### config.mk
export PLATFORM = sky130hd
export DESIGN_NAME = motor_test_step_sequencer_core
export DESIGN_NICKNAME = d
export VERILOG_FILES = /design/src/rtl/mtss_pkg.sv /design/src/rtl/mtss_cfg_regs.sv /design/src/rtl/mtss_seq_fsm.sv /design/src/rtl/motor_test_step_sequencer_core.sv
export VERILOG_INCLUDE_DIRS = /design/src /design/src/rtl
export SDC_FILE = /design/constraint.sdc
export NUM_CORES = 1
export LEC_CHECK = 0
export BUFFER_PORTS_ARGS = -buffer_cell sky130_fd_sc_hd__buf_2
export CORE_ASPECT_RATIO = 1.2
export CORE_UTILIZATION = 65
export CTS_CLUSTER_SIZE = 40
export DETAILED_ROUTE_END_ITERATION = 10
export GPL_TIMING_DRIVEN = 0
export PLACE_DENSITY = 0.84
export SETUP_SLACK_MARGIN = 0.2
export SKIP_CTS_REPAIR_TIMING = 1
export SLEW_MARGIN = 5
export SYNTH_ARGS = -nofsm -noshare
export SYNTH_HDL_FRONTEND = slang
export SYNTH_HIERARCHICAL = 1
export SYNTH_SLANG_ARGS = --single-unit
### constraint.sdc
create_clock -name aclk -period 19 [get_ports aclk]
set_input_delay 0.95 -clock aclk [delete_from_list [all_inputs] [get_ports aclk]]
set_output_delay 0.95 -clock aclk [all_outputs]
set_load 0.01 [all_outputs]
### src/rtl/motor_test_step_sequencer_core_defines.svh
// Assertion macros for the sequencer core.
`ifndef MOTOR_TEST_STEP_SEQUENCER_CORE_DEFINES_SVH
`define MOTOR_TEST_STEP_SEQUENCER_CORE_DEFINES_SVH

// Same-cycle implication, checked outside reset.
`define MTSS_ASSERT_NOW(label, clk, rstn, ante, cons) \
    label: assert property (@(posedge clk) disable iff (!rstn) (ante) |-> (cons)) \
        else $error("mtss assertion failed");

// Next-cycle implication, checked outside reset.
`define MTSS_ASSERT_NEXT(label, clk, rstn, ante, cons) \
    label: assert property (@(posedge clk) disable iff (!rstn) (ante) |=> (cons)) \
        else $error("mtss assertion failed");

`endif

### src/rtl/mtss_pkg.sv
`timescale 1ns / 1ps

package mtss_pkg;

    localparam int MAX_STEP_COUNT = 3;
    localparam int NUM_REGS       = 8;
    localparam int CFG_IDX_W      = 3;

    // Item kinds
    localparam logic KIND_TICK  = 1'b0;
    localparam logic KIND_START = 1'b1;

    // Configuration register indexes
    localparam logic [CFG_IDX_W-1:0] REG_STEP_TOTAL     = 3'd0;
    localparam logic [CFG_IDX_W-1:0] REG_BEHAVIOR_MODE  = 3'd1;
    localparam logic [CFG_IDX_W-1:0] REG_POSITION_WAIT  = 3'd2;
    localparam logic [CFG_IDX_W-1:0] REG_CONFIRM_WAIT   = 3'd3;
    localparam logic [CFG_IDX_W-1:0] REG_ACCEPT_GRACE   = 3'd4;
    localparam logic [CFG_IDX_W-1:0] REG_PULSE_LIMIT    = 3'd5;
    localparam logic [CFG_IDX_W-1:0] REG_BEHAVIOR_LIMIT = 3'd6;
    localparam logic [CFG_IDX_W-1:0] REG_OFF_CONFIRM    = 3'd7;

    // Phase codes; terminal phases are PH_TERM_BASE plus the end kind
    localparam logic [3:0] PH_INACTIVE  = 4'd0;
    localparam logic [3:0] PH_PRECHECK  = 4'd1;
    localparam logic [3:0] PH_WAIT_POS  = 4'd2;
    localparam logic [3:0] PH_WAIT_CONF = 4'd3;
    localparam logic [3:0] PH_PULSING   = 4'd4;
    localparam logic [3:0] PH_OFF_CONF  = 4'd5;
    localparam logic [3:0] PH_TERM_BASE = 4'd5;

    // End kinds
    localparam logic [2:0] END_NONE        = 3'd0;
    localparam logic [2:0] END_COMPLETE    = 3'd1;
    localparam logic [2:0] END_REJECTED    = 3'd2;
    localparam logic [2:0] END_INTERRUPTED = 3'd3;
    localparam logic [2:0] END_TIMEOUT     = 3'd4;
    localparam logic [2:0] END_FAULT       = 3'd5;

    // Gate codes
    localparam logic [4:0] GATE_OK         = 5'd0;
    localparam logic [4:0] GATE_BENIGN_LO  = 5'd1;
    localparam logic [4:0] GATE_BENIGN_HI  = 5'd6;
    localparam logic [4:0] GATE_LAST_VALID = 5'd18;

    // Fixed reasons
    localparam logic [5:0] R_NONE               = 6'd0;
    localparam logic [5:0] R_PRECHECK           = 6'd19;
    localparam logic [5:0] R_CANCELED           = 6'd20;
    localparam logic [5:0] R_EMERGENCY          = 6'd21;
    localparam logic [5:0] R_FORBIDDEN          = 6'd22;
    localparam logic [5:0] R_WAIT_POSITION      = 6'd23;
    localparam logic [5:0] R_POSITION_TIMEOUT   = 6'd24;
    localparam logic [5:0] R_POSITION_READY     = 6'd25;
    localparam logic [5:0] R_PULSING            = 6'd26;
    localparam logic [5:0] R_CONFIRM_TIMEOUT    = 6'd27;
    localparam logic [5:0] R_MOTOR_FAULT        = 6'd28;
    localparam logic [5:0] R_SUBMIT_ERROR       = 6'd29;
    localparam logic [5:0] R_OFF_CONFIRM        = 6'd30;
    localparam logic [5:0] R_PULSE_TIMEOUT      = 6'd31;
    localparam logic [5:0] R_COMPLETE           = 6'd32;
    localparam logic [5:0] R_OFF_CONFIRM_FAILED = 6'd33;
    localparam logic [5:0] R_INTERNAL           = 6'd34;

    // Register reset values
    localparam logic [1:0]  RST_STEP_TOTAL     = 2'd1;
    localparam logic        RST_BEHAVIOR_MODE  = 1'b0;
    localparam logic [31:0] RST_POSITION_WAIT  = 32'd60000;
    localparam logic [31:0] RST_CONFIRM_WAIT   = 32'd30000;
    localparam logic [31:0] RST_ACCEPT_GRACE   = 32'd2000;
    localparam logic [31:0] RST_PULSE_LIMIT    = 32'd10000;
    localparam logic [31:0] RST_BEHAVIOR_LIMIT = 32'd25000;
    localparam logic [31:0] RST_OFF_CONFIRM    = 32'd20000;

    typedef struct packed {
        logic        kind;
        logic [31:0] now_ms;
        logic        cancel;
        logic        emergency;
        logic        outputs_off;
        logic [4:0]  gate_code;
        logic        confirm_pulse;
        logic        motor_idle;
        logic [15:0] motor_pwm;
        logic        motor_fault;
        logic        submit_error;
    } mtss_in_t;

    typedef struct packed {
        logic       all_off_request;
        logic       pulse_submit;
        logic       finished;
        logic [2:0] end_kind;
        logic [5:0] reason;
        logic [3:0] fsm_now;
        logic [1:0] step_now;
    } mtss_out_t;

    typedef struct packed {
        logic [1:0]  step_total;
        logic        behavior_mode;
        logic [31:0] position_wait_ms;
        logic [31:0] confirm_wait_ms;
        logic [31:0] accept_grace_ms;
        logic [31:0] pulse_limit_ms;
        logic [31:0] behavior_limit_ms;
        logic [31:0] off_confirm_ms;
    } mtss_cfg_t;

    // Map a gate refusal to its reason; unknown codes are internal errors
    function automatic logic [5:0] gate_reason(input logic [4:0] gate);
        return (gate <= GATE_LAST_VALID) ? {1'b0, gate} : R_INTERNAL;
    endfunction

    // Steps in the program; out-of-range totals fall back to one step
    function automatic logic [2:0] steps_in_program(input logic [1:0] total);
        logic [2:0] s;
        s = {1'b0, total};
        return (s >= 3'd1 && s <= 3'(MAX_STEP_COUNT)) ? s : 3'd1;
    endfunction

endpackage

### src/rtl/mtss_cfg_regs.sv
`timescale 1ns / 1ps

module mtss_cfg_regs (
    input  logic                                aclk,
    input  logic                                aresetn,
    input  logic                                cfg_write,
    input  logic [mtss_pkg::CFG_IDX_W-1:0]      cfg_index,
    input  logic [31:0]                         cfg_data,
    output mtss_pkg::mtss_cfg_t                 cfg
);
    import mtss_pkg::*;

    mtss_cfg_t cfg_reg;

    assign cfg = cfg_reg;

    // Decode the index and load the addressed register
    always_ff @(posedge aclk) begin
        if (!aresetn) begin
            cfg_reg.step_total        <= RST_STEP_TOTAL;
            cfg_reg.behavior_mode     <= RST_BEHAVIOR_MODE;
            cfg_reg.position_wait_ms  <= RST_POSITION_WAIT;
            cfg_reg.confirm_wait_ms   <= RST_CONFIRM_WAIT;
            cfg_reg.accept_grace_ms   <= RST_ACCEPT_GRACE;
            cfg_reg.pulse_limit_ms    <= RST_PULSE_LIMIT;
            cfg_reg.behavior_limit_ms <= RST_BEHAVIOR_LIMIT;
            cfg_reg.off_confirm_ms    <= RST_OFF_CONFIRM;
        end else if (cfg_write) begin
            unique case (cfg_index)
                REG_STEP_TOTAL:     cfg_reg.step_total        <= cfg_data[1:0];
                REG_BEHAVIOR_MODE:  cfg_reg.behavior_mode     <= cfg_data[0];
                REG_POSITION_WAIT:  cfg_reg.position_wait_ms  <= cfg_data;
                REG_CONFIRM_WAIT:   cfg_reg.confirm_wait_ms   <= cfg_data;
                REG_ACCEPT_GRACE:   cfg_reg.accept_grace_ms   <= cfg_data;
                REG_PULSE_LIMIT:    cfg_reg.pulse_limit_ms    <= cfg_data;
                REG_BEHAVIOR_LIMIT: cfg_reg.behavior_limit_ms <= cfg_data;
                REG_OFF_CONFIRM:    cfg_reg.off_confirm_ms    <= cfg_data;
                default:            cfg_reg <= cfg_reg;
            endcase
        end
    end

endmodule

### src/rtl/mtss_seq_fsm.sv
`timescale 1ns / 1ps

module mtss_seq_fsm (
    input  logic                aclk,
    input  logic                aresetn,
    input  logic                fire,
    input  mtss_pkg::mtss_in_t  item,
    input  mtss_pkg::mtss_cfg_t cfg,
    output mtss_pkg::mtss_out_t result
);
    import mtss_pkg::*;

    logic [3:0]  phase_reg,      phase_next;
    logic [1:0]  step_reg,       step_next;
    logic [31:0] start_time_reg, start_time_next;
    logic [31:0] pulse_time_reg, pulse_time_next;
    logic        pulse_sent_reg, pulse_sent_next;
    logic        seen_run_reg,   seen_run_next;
    logic [2:0]  end_reg,        end_next;
    logic [5:0]  reason_reg,     reason_next;

    logic        do_finish;
    logic [2:0]  fin_kind;
    logic [5:0]  fin_reason;
    logic        fin_alloff;
    logic        pulse_out;
    logic        benign;
    logic [31:0] step_elapsed;
    logic [31:0] pulse_elapsed;
    logic [31:0] pulse_limit;
    logic        last_step;

    assign benign        = (item.gate_code >= GATE_BENIGN_LO) && (item.gate_code <= GATE_BENIGN_HI);
    assign step_elapsed  = item.now_ms - start_time_reg;
    assign pulse_elapsed = item.now_ms - pulse_time_reg;
    assign pulse_limit   = cfg.behavior_mode ? cfg.behavior_limit_ms : cfg.pulse_limit_ms;
    assign last_step     = ({1'b0, step_reg} + 3'd1) >= steps_in_program(cfg.step_total);

    // Work out the next state for the item in the input register
    always_comb begin
        phase_next      = phase_reg;
        step_next       = step_reg;
        start_time_next = start_time_reg;
        pulse_time_next = pulse_time_reg;
        pulse_sent_next = pulse_sent_reg;
        seen_run_next   = seen_run_reg;
        end_next        = end_reg;
        reason_next     = reason_reg;
        do_finish       = 1'b0;
        fin_kind        = END_NONE;
        fin_reason      = R_NONE;
        fin_alloff      = 1'b0;
        pulse_out       = 1'b0;

        if (item.kind == KIND_START) begin
            // Restart the run from precheck
            phase_next      = PH_PRECHECK;
            step_next       = 2'd0;
            start_time_next = 32'd0;
            pulse_time_next = 32'd0;
            pulse_sent_next = 1'b0;
            seen_run_next   = 1'b0;
            end_next        = END_NONE;
            reason_next     = R_PRECHECK;
        end else if (phase_reg >= PH_PRECHECK && phase_reg <= PH_OFF_CONF) begin
            if (item.cancel) begin
                do_finish  = 1'b1;
                fin_kind   = END_INTERRUPTED;
                fin_reason = R_CANCELED;
                fin_alloff = 1'b1;
            end else if (phase_reg != PH_PRECHECK && item.emergency) begin
                do_finish  = 1'b1;
                fin_kind   = END_INTERRUPTED;
                fin_reason = R_EMERGENCY;
                fin_alloff = 1'b1;
            end else if (phase_reg != PH_PRECHECK && !item.outputs_off) begin
                do_finish  = 1'b1;
                fin_kind   = END_FAULT;
                fin_reason = R_FORBIDDEN;
                fin_alloff = 1'b1;
            end else begin
                unique case (phase_reg)
                    PH_PRECHECK: begin
                        if (item.gate_code == GATE_OK) begin
                            phase_next      = PH_WAIT_POS;
                            start_time_next = item.now_ms;
                            reason_next     = R_WAIT_POSITION;
                        end else begin
                            do_finish  = 1'b1;
                            fin_kind   = END_REJECTED;
                            fin_reason = gate_reason(item.gate_code);
                        end
                    end
                    PH_WAIT_POS: begin
                        if (item.gate_code == GATE_OK) begin
                            phase_next      = PH_WAIT_CONF;
                            start_time_next = item.now_ms;
                            reason_next     = R_POSITION_READY;
                        end else if (benign) begin
                            reason_next = {1'b0, item.gate_code};
                            if (step_elapsed > cfg.position_wait_ms) begin
                                do_finish  = 1'b1;
                                fin_kind   = END_TIMEOUT;
                                fin_reason = R_POSITION_TIMEOUT;
                                fin_alloff = 1'b1;
                            end
                        end else begin
                            do_finish  = 1'b1;
                            fin_kind   = END_FAULT;
                            fin_reason = gate_reason(item.gate_code);
                            fin_alloff = 1'b1;
                        end
                    end
                    PH_WAIT_CONF: begin
                        if (benign) begin
                            phase_next      = PH_WAIT_POS;
                            start_time_next = item.now_ms;
                            reason_next     = {1'b0, item.gate_code};
                        end else if (item.gate_code != GATE_OK) begin
                            do_finish  = 1'b1;
                            fin_kind   = END_FAULT;
                            fin_reason = gate_reason(item.gate_code);
                            fin_alloff = 1'b1;
                        end else if (item.confirm_pulse && item.motor_idle && !pulse_sent_reg) begin
                            pulse_out       = 1'b1;
                            pulse_sent_next = 1'b1;
                            pulse_time_next = item.now_ms;
                            phase_next      = PH_PULSING;
                            reason_next     = R_PULSING;
                        end else if (step_elapsed > cfg.confirm_wait_ms) begin
                            do_finish  = 1'b1;
                            fin_kind   = END_TIMEOUT;
                            fin_reason = R_CONFIRM_TIMEOUT;
                            fin_alloff = 1'b1;
                        end
                    end
                    PH_PULSING: begin
                        if (item.motor_fault) begin
                            do_finish  = 1'b1;
                            fin_kind   = END_FAULT;
                            fin_reason = R_MOTOR_FAULT;
                            fin_alloff = 1'b1;
                        end else if (item.submit_error) begin
                            do_finish  = 1'b1;
                            fin_kind   = END_FAULT;
                            fin_reason = R_SUBMIT_ERROR;
                            fin_alloff = 1'b1;
                        end else if (!item.motor_idle) begin
                            seen_run_next = 1'b1;
                        end else if (seen_run_reg) begin
                            phase_next  = PH_OFF_CONF;
                            reason_next = R_OFF_CONFIRM;
                        end else if (pulse_elapsed > cfg.accept_grace_ms) begin
                            do_finish  = 1'b1;
                            fin_kind   = END_FAULT;
                            fin_reason = R_SUBMIT_ERROR;
                            fin_alloff = 1'b1;
                        end else if (pulse_elapsed > pulse_limit) begin
                            do_finish  = 1'b1;
                            fin_kind   = END_FAULT;
                            fin_reason = R_PULSE_TIMEOUT;
                            fin_alloff = 1'b1;
                        end
                    end
                    default: begin
                        // Off confirm
                        if (item.motor_fault) begin
                            do_finish  = 1'b1;
                            fin_kind   = END_FAULT;
                            fin_reason = R_MOTOR_FAULT;
                            fin_alloff = 1'b1;
                        end else if (item.motor_idle && item.motor_pwm == 16'd0) begin
                            if (last_step) begin
                                do_finish  = 1'b1;
                                fin_kind   = END_COMPLETE;
                                fin_reason = R_COMPLETE;
                            end else begin
                                step_next       = step_reg + 2'd1;
                                start_time_next = item.now_ms;
                                pulse_sent_next = 1'b0;
                                seen_run_next   = 1'b0;
                                phase_next      = PH_WAIT_POS;
                                reason_next     = R_WAIT_POSITION;
                            end
                        end else if (pulse_elapsed > cfg.off_confirm_ms) begin
                            do_finish  = 1'b1;
                            fin_kind   = END_FAULT;
                            fin_reason = R_OFF_CONFIRM_FAILED;
                            fin_alloff = 1'b1;
                        end
                    end
                endcase
            end

            // Enter the terminal phase for the end kind
            if (do_finish) begin
                end_next    = fin_kind;
                reason_next = fin_reason;
                phase_next  = PH_TERM_BASE + {1'b0, fin_kind};
            end
        end
    end

    // Build the result from the next state
    always_comb begin
        result.all_off_request = do_finish & fin_alloff;
        result.pulse_submit    = pulse_out;
        result.finished        = do_finish;
        result.end_kind        = end_next;
        result.reason          = reason_next;
        result.fsm_now         = phase_next;
        result.step_now        = step_next;
    end

    // Commit state when the item moves to the result register
    always_ff @(posedge aclk) begin
        if (!aresetn) begin
            phase_reg      <= PH_INACTIVE;
            step_reg       <= 2'd0;
            start_time_reg <= 32'd0;
            pulse_time_reg <= 32'd0;
            pulse_sent_reg <= 1'b0;
            seen_run_reg   <= 1'b0;
            end_reg        <= END_NONE;
            reason_reg     <= R_NONE;
        end else if (fire) begin
            phase_reg      <= phase_next;
            step_reg       <= step_next;
            start_time_reg <= start_time_next;
            pulse_time_reg <= pulse_time_next;
            pulse_sent_reg <= pulse_sent_next;
            seen_run_reg   <= seen_run_next;
            end_reg        <= end_next;
            reason_reg     <= reason_next;
        end
    end

endmodule

### src/rtl/motor_test_step_sequencer_core.sv
`timescale 1ns / 1ps

// Fail-closed motor test step sequencer.
// Input channel s_*: one transaction per start or tick item (valid/ready, s_data).
// Result channel m_*: exactly one result transaction per input transaction, in order.
// Config channel cfg_*: writes register cfg_index with cfg_data; always ready, and
// meant to be written only while no item is in flight.
// Path: an accepted item is held in the input register, is evaluated by the sequencer
// logic and moves into the result register, which drives m_valid, once the result side
// is free.
// Throughput: one item per cycle while results are taken; the only loop is the sequencer
// state, updated in the same cycle the item moves into the result register.
// Reset: the run goes inactive, both registers empty, configuration takes its defaults.
// Stall: while m_ready is low the result holds; one more item can wait in the input
// register, after which s_ready drops until the result is taken.
module motor_test_step_sequencer_core (
    input  logic                            aclk,
    input  logic                            aresetn,
    input  logic                            s_valid,
    output logic                            s_ready,
    input  mtss_pkg::mtss_in_t              s_data,
    output logic                            m_valid,
    input  logic                            m_ready,
    output mtss_pkg::mtss_out_t             m_data,
    input  logic                            cfg_valid,
    output logic                            cfg_ready,
    input  logic [mtss_pkg::CFG_IDX_W-1:0]  cfg_index,
    input  logic [31:0]                     cfg_data
);
    import mtss_pkg::*;

    `include "motor_test_step_sequencer_core_defines.svh"

    logic      in_valid_reg;
    mtss_in_t  in_data_reg;
    logic      out_valid_reg;
    mtss_out_t out_data_reg;
    mtss_cfg_t cfg;
    mtss_out_t result;
    logic      advance;
    logic      fire;

    assign advance   = !out_valid_reg || m_ready;
    assign fire      = in_valid_reg && advance;
    assign s_ready   = !in_valid_reg || advance;
    assign m_valid   = out_valid_reg;
    assign m_data    = out_data_reg;
    assign cfg_ready = 1'b1;

    mtss_cfg_regs u_cfg (
        .aclk      (aclk),
        .aresetn   (aresetn),
        .cfg_write (cfg_valid),
        .cfg_index (cfg_index),
        .cfg_data  (cfg_data),
        .cfg       (cfg)
    );

    mtss_seq_fsm u_fsm (
        .aclk    (aclk),
        .aresetn (aresetn),
        .fire    (fire),
        .item    (in_data_reg),
        .cfg     (cfg),
        .result  (result)
    );

    // Hold the accepted transaction until the sequencer takes it
    always_ff @(posedge aclk) begin
        if (!aresetn) begin
            in_valid_reg <= 1'b0;
        end else if (s_ready) begin
            in_valid_reg <= s_valid;
        end
    end

    always_ff @(posedge aclk) begin
        if (s_valid && s_ready) begin
            in_data_reg <= s_data;
        end
    end

    // Load the result register, drop it once taken
    always_ff @(posedge aclk) begin
        if (!aresetn) begin
            out_valid_reg <= 1'b0;
        end else if (advance) begin
            out_valid_reg <= in_valid_reg;
        end
    end

    always_ff @(posedge aclk) begin
        if (fire) begin
            out_data_reg <= result;
        end
    end

    `MTSS_ASSERT_NEXT(a_fire_gives_result, aclk, aresetn, fire, m_valid)
    `MTSS_ASSERT_NOW(a_pulse_only_in_pulsing, aclk, aresetn,
        m_valid && m_data.pulse_submit, m_data.fsm_now == PH_PULSING && !m_data.finished)
    `MTSS_ASSERT_NOW(a_finish_phase_matches_kind, aclk, aresetn, m_valid && m_data.finished,
        (m_data.end_kind != END_NONE && m_data.fsm_now == (PH_TERM_BASE + {1'b0, m_data.end_kind})))
    `MTSS_ASSERT_NOW(a_all_off_on_finish, aclk, aresetn,
        m_valid && m_data.all_off_request, m_data.finished)

endmodule

After elaboration in Yosys (flattened, before gate mapping)
Cells that the tools add are included.

storage, ports and cells
  register bits = 357
  output and inout bits = 21
  logic and storage cells = 307

operators by class
  add/subtract/negate cells = 5
  magnitude comparators = 12
  eq/ne operators = 33
  muxes and demuxes = 176
  bitwise operators = 3
  reductions and logical operators = 42

operators with widths
  cell                  count
  $mux W32              20
  $mux W6               38
  $gt A32 B32 Y1        5
  $pmux W32 S3          1
  $mux W3               24
  $mux W4               18
  $sub A32 B32 Y32      2
  $mux W1               53
  $pmux W6 S4           2
  $mux W2               11
  $reduce_and A11 Y1    2
  $ne A3 B3 Y1 const B  6
  $logic_not A16 Y1     1
  $pmux W4 S4           1
  $reduce_and A2 Y1     8
  $mux W5               3
  $eq A3 B3 Y1 const B  4
  $pmux W3 S4           1
  $reduce_and A12 Y1    1
  $ne A2 B2 Y1 const B  5
  $logic_and A1 B1 Y1   9
  $reduce_and A9 Y1     1
  $eq A4 B2 Y1 const B  2
  $ne A2 B1 Y1 const B  4
  other kinds (35)      49

Depth between registers and ports, before layout
  depth after elaboration = 18
  mapped depth = 35

Hierarchy
Netlist, hierarchy kept.

by module, submodules not included
  module                          instances  cells each  area each (µm²)  sequential area each (µm²)
  mtss_seq_fsm                    1          1,684       12,240.5         1,621.6
  mtss_cfg_regs                   1          693         7,334.5          3,903.7
  motor_test_step_sequencer_core  1          90          2,487.4          2,412.3

Worst setup path after synthesis
No wires, ideal clock.

  path kind = register to register
  start = register in_data_reg[28] (netlist bit)
  end = register u_fsm.phase_reg[2]
  arrival time = 6.599 ns
  required time = 18.908 ns
  path slack = 12.309 ns
  cell stages (with the launch flop) = 35
  path buffers = 1
  period minus slack after synthesis = 6.691 ns
  path through = edfxtp_1 -> inv_1 -> ha_1 -> inv_1 -> fa_1 -> a21o_1 -> a21oi_1 -> o21bai_1 -> a21oi_1 -> o21bai_1 -> a41o_1 -> o311a_1 -> and3_1 -> o41ai_1 -> a21oi_1 -> a211o_1 -> a211oi_1 -> nor2_1 -> ha_1 -> a21o_1 -> a21o_1 -> a21oi_1 -> o21ai_0 -> a211oi_1 -> nand2_1 -> o32ai_1 -> o22ai_2 -> a21oi_4 -> buf_6 -> nand3_1 -> ha_1 -> nand3_1 -> nand3_1 -> or3_1 -> o311ai_4

between the ends
  cells in the longest elaborated chain, start to end = 18
  elaborated cells between the ends (all ways) = 55
  those cells by class = 3 x add/sub; 5 x order compare; 47 x mux

ends and longest elaborated chain
  what                    RTL line                              RTL
  from (decl)             motor_test_step_sequencer_core.sv:35  mtss_in_t in_data_reg;
  from (signal assigned)  motor_test_step_sequencer_core.sv:79  in_data_reg <= s_data;
  $sub A32 B32 Y32        mtss_seq_fsm.sv:35                    assign pulse_elapsed = item.now_ms - pulse_time_reg;
  $gt A32 B32 Y1          mtss_seq_fsm.sv:158                   end else if (pulse_elapsed > pulse_limit) begin
  $mux W3                 mtss_seq_fsm.sv:158
  $mux W3                 mtss_seq_fsm.sv:153                   end else if (pulse_elapsed > cfg.accept_grace_ms) begin
  $mux W3                 mtss_seq_fsm.sv:150                   end else if (seen_run_reg) begin
  $mux W3                 mtss_seq_fsm.sv:148                   end else if (!item.motor_idle) begin
  $mux W3                 mtss_seq_fsm.sv:143                   end else if (item.submit_error) begin
  $mux W3                 mtss_seq_fsm.sv:138                   if (item.motor_fault) begin
  [... 2 more ...]        --
  $mux W3                 mtss_seq_fsm.sv:71                    end else if (phase_reg != PH_PRECHECK && item.emergency) begin
  $mux W3                 mtss_seq_fsm.sv:66                    if (item.cancel) begin
  $mux W3                 mtss_seq_fsm.sv:65                    end else if (phase_reg >= PH_PRECHECK && phase_reg <= PH_OFF_CONF) begin
  $mux W3                 mtss_seq_fsm.sv:55                    if (item.kind == KIND_START) begin
  $add A3 B3 Y4           mtss_seq_fsm.sv:199                   phase_next = PH_TERM_BASE + {1'b0, fin_kind};
  $mux W4 (*)             mtss_seq_fsm.sv:196                   if (do_finish) begin
  $mux W4 (*)             mtss_seq_fsm.sv:65
  $mux W4 (*)             mtss_seq_fsm.sv:55
  to (signal assigned)    mtss_seq_fsm.sv:227                   phase_reg <= phase_next;
  to (decl)               mtss_seq_fsm.sv:13                    logic [3:0] phase_reg, phase_next;

Every way passes the cells marked *; elsewhere a longest branch is shown, timed or not. The select of a mux whose other input is x is not followed.
A chain may end at the register's enable or synchronous reset.

==> tab_implementation.tex <==
\begin{tabular}{lr}
\hline
Metric & Value \\
\hline
\multicolumn{2}{l}{\textbf{Detailed routing}} \\
\quad DR vias & 19,030 \\
\quad Average wire per standard cell & 20.86 um \\
\quad Detailed-route DRC error count & 0 \\
\quad Detailed Route WL & 64.79 mm \\
\quad First-iteration detailed-routing DRC count & 1,434 \\
\quad Number of optimization iterations in the first detailed-route pass & 6 \\
\quad Post-route ant nets & 0 \\
\quad Vias per cell & 6.126 \\
\multicolumn{2}{l}{\textbf{STA}} \\
\quad Worst slew pin tran & 1314 ps \\
\quad Achievable clock frequency & 108.7 MHz \\
\quad Setup violators final & 0 \\
\quad Final Critical Period & 9202 ps \\
\quad Final clock skew & 19.74 ps \\
\quad Setup TNS & 0 ps \\
\quad Final Cycle Share & 0.4843 \\
\quad Unrepaired setup endpoints after global routing & no \\
\quad Number of failing hold endpoints at the final stage & 0 \\
\quad Tightest slew margin relative to the limit & 0.1222 \\
\quad Number of max-slew violations in the final report & 0 \\
\multicolumn{2}{l}{\textbf{Synthesis}} \\
\quad Post-synthesis register bit count & 357 \\
\quad Async set or reset register ratio after synthesis & 0 \\
\quad Net count after synthesis & 2,787 \\
\quad EDFF count, synth & 79 \\
\quad Number of warnings issued by yosys & 6 \\
\quad Most instantiated flip-flop cell in the synthesis netlist & sky130\_fd\_sc\_hd\_\_dfxtp\_1 \\
\quad Area of the mapped netlist & 22,060 sq um \\
\quad Post-synth cell types & 98 \\
\quad Share of the synthesized area in the top cell type & 0.2523 \\
\quad Count of mapped cells out of synthesis & 2,467 \\
\quad Average cell area after synthesis & 8.943 sq um \\
\quad Ranking of synthesized cells by area & sky130\_fd\_sc\_hd\_\_dfxtp\_1 25\%, sky130\_fd\_sc\_hd\_\_ha\_1 12\%, sky130\_fd\_sc\_hd\_\_mux2i\_1 12\% \\
\quad Library cell occupying the most area in the post-synthesis netlist & sky130\_fd\_sc\_hd\_\_dfxtp\_1 \\
\quad Proportion of synthesized chip area in sequential cells & 0.3598 \\
\multicolumn{2}{l}{\textbf{Power}} \\
\quad Total power divided by cell area & 80.06 nW/um\^{}2 \\
\quad Standby leakage power & 10.56 nW \\
\quad Worst IR Drop VDD & 0.08638 mV \\
\multicolumn{2}{l}{\textbf{Layout}} \\
\quad Layout Area Growth over Synthesis & 11.26\% \\
\quad Cell area after layout & 24,550 sq um \\
\quad Final \#Nets & 2,946 \\
\quad Most frequent standard cell in the layout excluding fill and tap cells & sky130\_fd\_sc\_hd\_\_nand2\_1 \\
\quad Commonest cells after routing, fill and taps aside & 340 x sky130\_fd\_sc\_hd\_\_nand2\_1, 278 x sky130\_fd\_sc\_hd\_\_dfxtp\_1, 267 x sky130\_fd\_sc\_hd\_\_mux2i\_1, 216 x sky130\_fd\_sc\_hd\_\_ha\_1, 212 x sky130\_fd\_sc\_hd\_\_inv\_1 \\
\quad Antenna Cells & 0 \\
\quad Share of post-route cells with drive strength above 1 & 0.09752 \\
\quad Flip-flop count of the largest register after layout & 195 \\
\quad Share of the core filled with cells in the final layout & 0.7383 \\
\multicolumn{2}{l}{\textbf{Die}} \\
\quad Placeable core region & 33,250 sq um \\
\quad Die area & 34,690 sq um \\
\quad Die X-Extent & 170.2 um \\
\quad Starting density of the core & 0.6636 \\
\quad Number of rows in the core area & 73 \\
\quad Top-level port count & 122 \\
\quad Height of the die & 203.8 um \\
\multicolumn{2}{l}{\textbf{Critical path}} \\
\quad CP endpoint kind & flop \\
\quad Reg-to-reg startpoint & in\_data\_reg[29]\$\_DFFE\_PP\_ \\
\quad CP arrival & 9490 ps \\
\quad End of the worst register-to-register path & m\_data[10]\$\_DFFE\_PP\_ \\
\quad Standard cell with the maximum stage delay on the critical path & sky130\_fd\_sc\_hd\_\_a2111oi\_0 \\
\quad Cell count of the worst reg-to-reg path & 29 \\
\quad Endpoint required time on the critical path & 19,290 ps \\
\quad Crit-path max FO & 10 \\
\quad Type of the worst setup path & reg -> reg \\
\quad Crit start category & flop \\
\quad R2R setup slack & 9800 ps \\
\quad Slowest Stage Delay on Critical Path & 610 ps \\
\multicolumn{2}{l}{\textbf{Placement}} \\
\quad Number of input and output port buffers inserted & 116 \\
\quad Routability congestion estimate from global placement & 1.008 \\
\quad DP Wirelength & 50.69 mm \\
\quad Placed inst area & 23,270 sq um \\
\multicolumn{2}{l}{\textbf{Clocking}} \\
\quad Clock net sink count & 357 \\
\quad Number of buffers between clock root and the deepest sink & 3 \\
\quad Clk slew on worst S/H paths & 70 ps \\
\quad CTS root buf & sky130\_fd\_sc\_hd\_\_clkbuf\_16 \\
\quad Clock insertion delay at the later pin of the skew report & 550 ps \\
\quad TritonCTS clock tree & built \\
\quad Number of levels the H-tree was split into & 2 \\
\quad Number of clock buffers inserted by TritonCTS & 39 \\
\multicolumn{2}{l}{\textbf{Global routing}} \\
\quad First-pass GRT wire length & 100.1 mm \\
\quad Global-route track usage on met2 & 0.6320 \\
\quad Remaining Overflow, GRT & 0 \\
\quad GR Util All Layers & 0.3747 \\
\quad Global routing's busiest layer & met2 \\
\quad Met3 track utilization from global routing & 0.04899 \\
\quad Maximum number of pins on one net before global-route repair & 30 \\
\quad Number of antenna violations at the first check in global routing & 0 \\
\quad Number of global-route vias before repair & 19,080 \\
\quad M1 GR Usage & 0.4609 \\
\multicolumn{2}{l}{\textbf{Outcome}} \\
\quad Run status & finished, final reports clean \\
\multicolumn{2}{l}{\textbf{Run}} \\
\quad Count of max-cap constraint violations & 0 \\
\multicolumn{2}{l}{\textbf{Worst hold path}} \\
\quad Cell depth of the worst min-delay path & 2 \\
\quad Path class of the lowest-slack min-delay path & reg -> reg \\
\quad Hold endpoint & u\_fsm/pulse\_time\_reg[9]\$\_SDFFE\_PN0P\_ \\
\quad Hold Startpoint & u\_fsm/pulse\_time\_reg[9]\$\_SDFFE\_PN0P\_ \\
\hline
\end{tabular}
==> worst max path at each step <==
stage	from	endpoint	slack (ps)
floorplan	in_data_reg[28]$_DFFE_PP_	u_fsm/phase_reg[2]$_SDFFE_PN0P_	12310
global placement	in_data_reg[29]$_DFFE_PP_	m_data[10]$_DFFE_PP_	10130
detailed placement	in_data_reg[29]$_DFFE_PP_	m_data[10]$_DFFE_PP_	10220
CTS	in_data_reg[29]$_DFFE_PP_	m_data[10]$_DFFE_PP_	10140
global route	in_data_reg[29]$_DFFE_PP_	m_data[10]$_DFFE_PP_	9550
finish	in_data_reg[29]$_DFFE_PP_	m_data[10]$_DFFE_PP_	9800
==> cell type report <==
| class | count | area (sq um) |
|---|---|---|
| multi-input combinational | 1792 | 12800 |
| fill | 2562 | 8700 |
| sequential | 357 | 7938 |
| clock buffer | 59 | 1154 |
| inverter | 213 | 799.5 |
| timing repair buffer | 118 | 628.1 |
| tap | 450 | 563.0 |
| buffer | 105 | 534.3 |
| clock inverter | 12 | 126.4 |
==> where the power goes <==
part	internal (mW)	switching, mW	total, mW
sequential	0.799	0.0153	0.815
combinational	0.147	0.241	0.388
clock	0.448	0.315	0.763
total	1.39	0.571	1.97
==> Yosys cell counts, types with 18 or more instances <==
cell	number
sky130_fd_sc_hd__o21ai_0	64
sky130_fd_sc_hd__nor2b_1	103
sky130_fd_sc_hd__ha_1	216
sky130_fd_sc_hd__dfxtp_1	278
sky130_fd_sc_hd__nand2_1	340
sky130_fd_sc_hd__buf_2	18
sky130_fd_sc_hd__o21a_1	20
sky130_fd_sc_hd__nand4_1	30
sky130_fd_sc_hd__nor3_1	36
sky130_fd_sc_hd__nor2_1	157
sky130_fd_sc_hd__a21oi_1	143
sky130_fd_sc_hd__a21o_1	50
sky130_fd_sc_hd__edfxtp_1	79
sky130_fd_sc_hd__inv_1	212
sky130_fd_sc_hd__nand3_1	36
sky130_fd_sc_hd__mux2i_1	267
sky130_fd_sc_hd__clkbuf_1	62
sky130_fd_sc_hd__xnor2_1	44
==> routing by layer <==
metal / up-vias / part of all wire
li1: 8957 / -
met1: 9071 / 0.40
met2: 789 / 0.47
met3: 209 / 0.066
met4: 0 / 0.056
met5: - / 0
==> logic make-up (layout without fill, tap and decap cells) <==
logic type                 count (synthesis)  in the layout  share of synthesized area
AOI/OAI and AO/OA                        440            440                     0.1350
and+or+nand+nor                          806            806                     0.1743
xor gates and xnor gates                  56             56                    0.02223
DFF                                      357            357                     0.3598
adders and majority gates                219            219                     0.1252
other                                      1              1                  0.0001700
buffers and inverters                    318            507                    0.06045
muxes                                    270            270                     0.1228
==> worst max-delay path, delay by kind of cell (launching register included) <==
kind,cells,cell delay [ps]
flip-flops,1,570
AND/OR/NAND/NOR,10,2750
XOR/XNOR,1,140
buffers and inverters,1,330
AO/OA/AOI/OAI,15,4430
adder cells (fa/ha/maj),2,660
==> metrics by stage <==
step	total power [mW]	cells	worst slack, ps	hold slack [ps]
global route	2.035	3106	9549	472.0
floorplan	1.084	2467	12310	433.5
finish	1.965	3106	9798	454.5
global placement	1.188	3033	10130	442.7
detailed placement	1.204	3035	10220	446.0
CTS	1.964	3106	10140	455.9
Note: power is estimated with default switching activity, not from simulation.
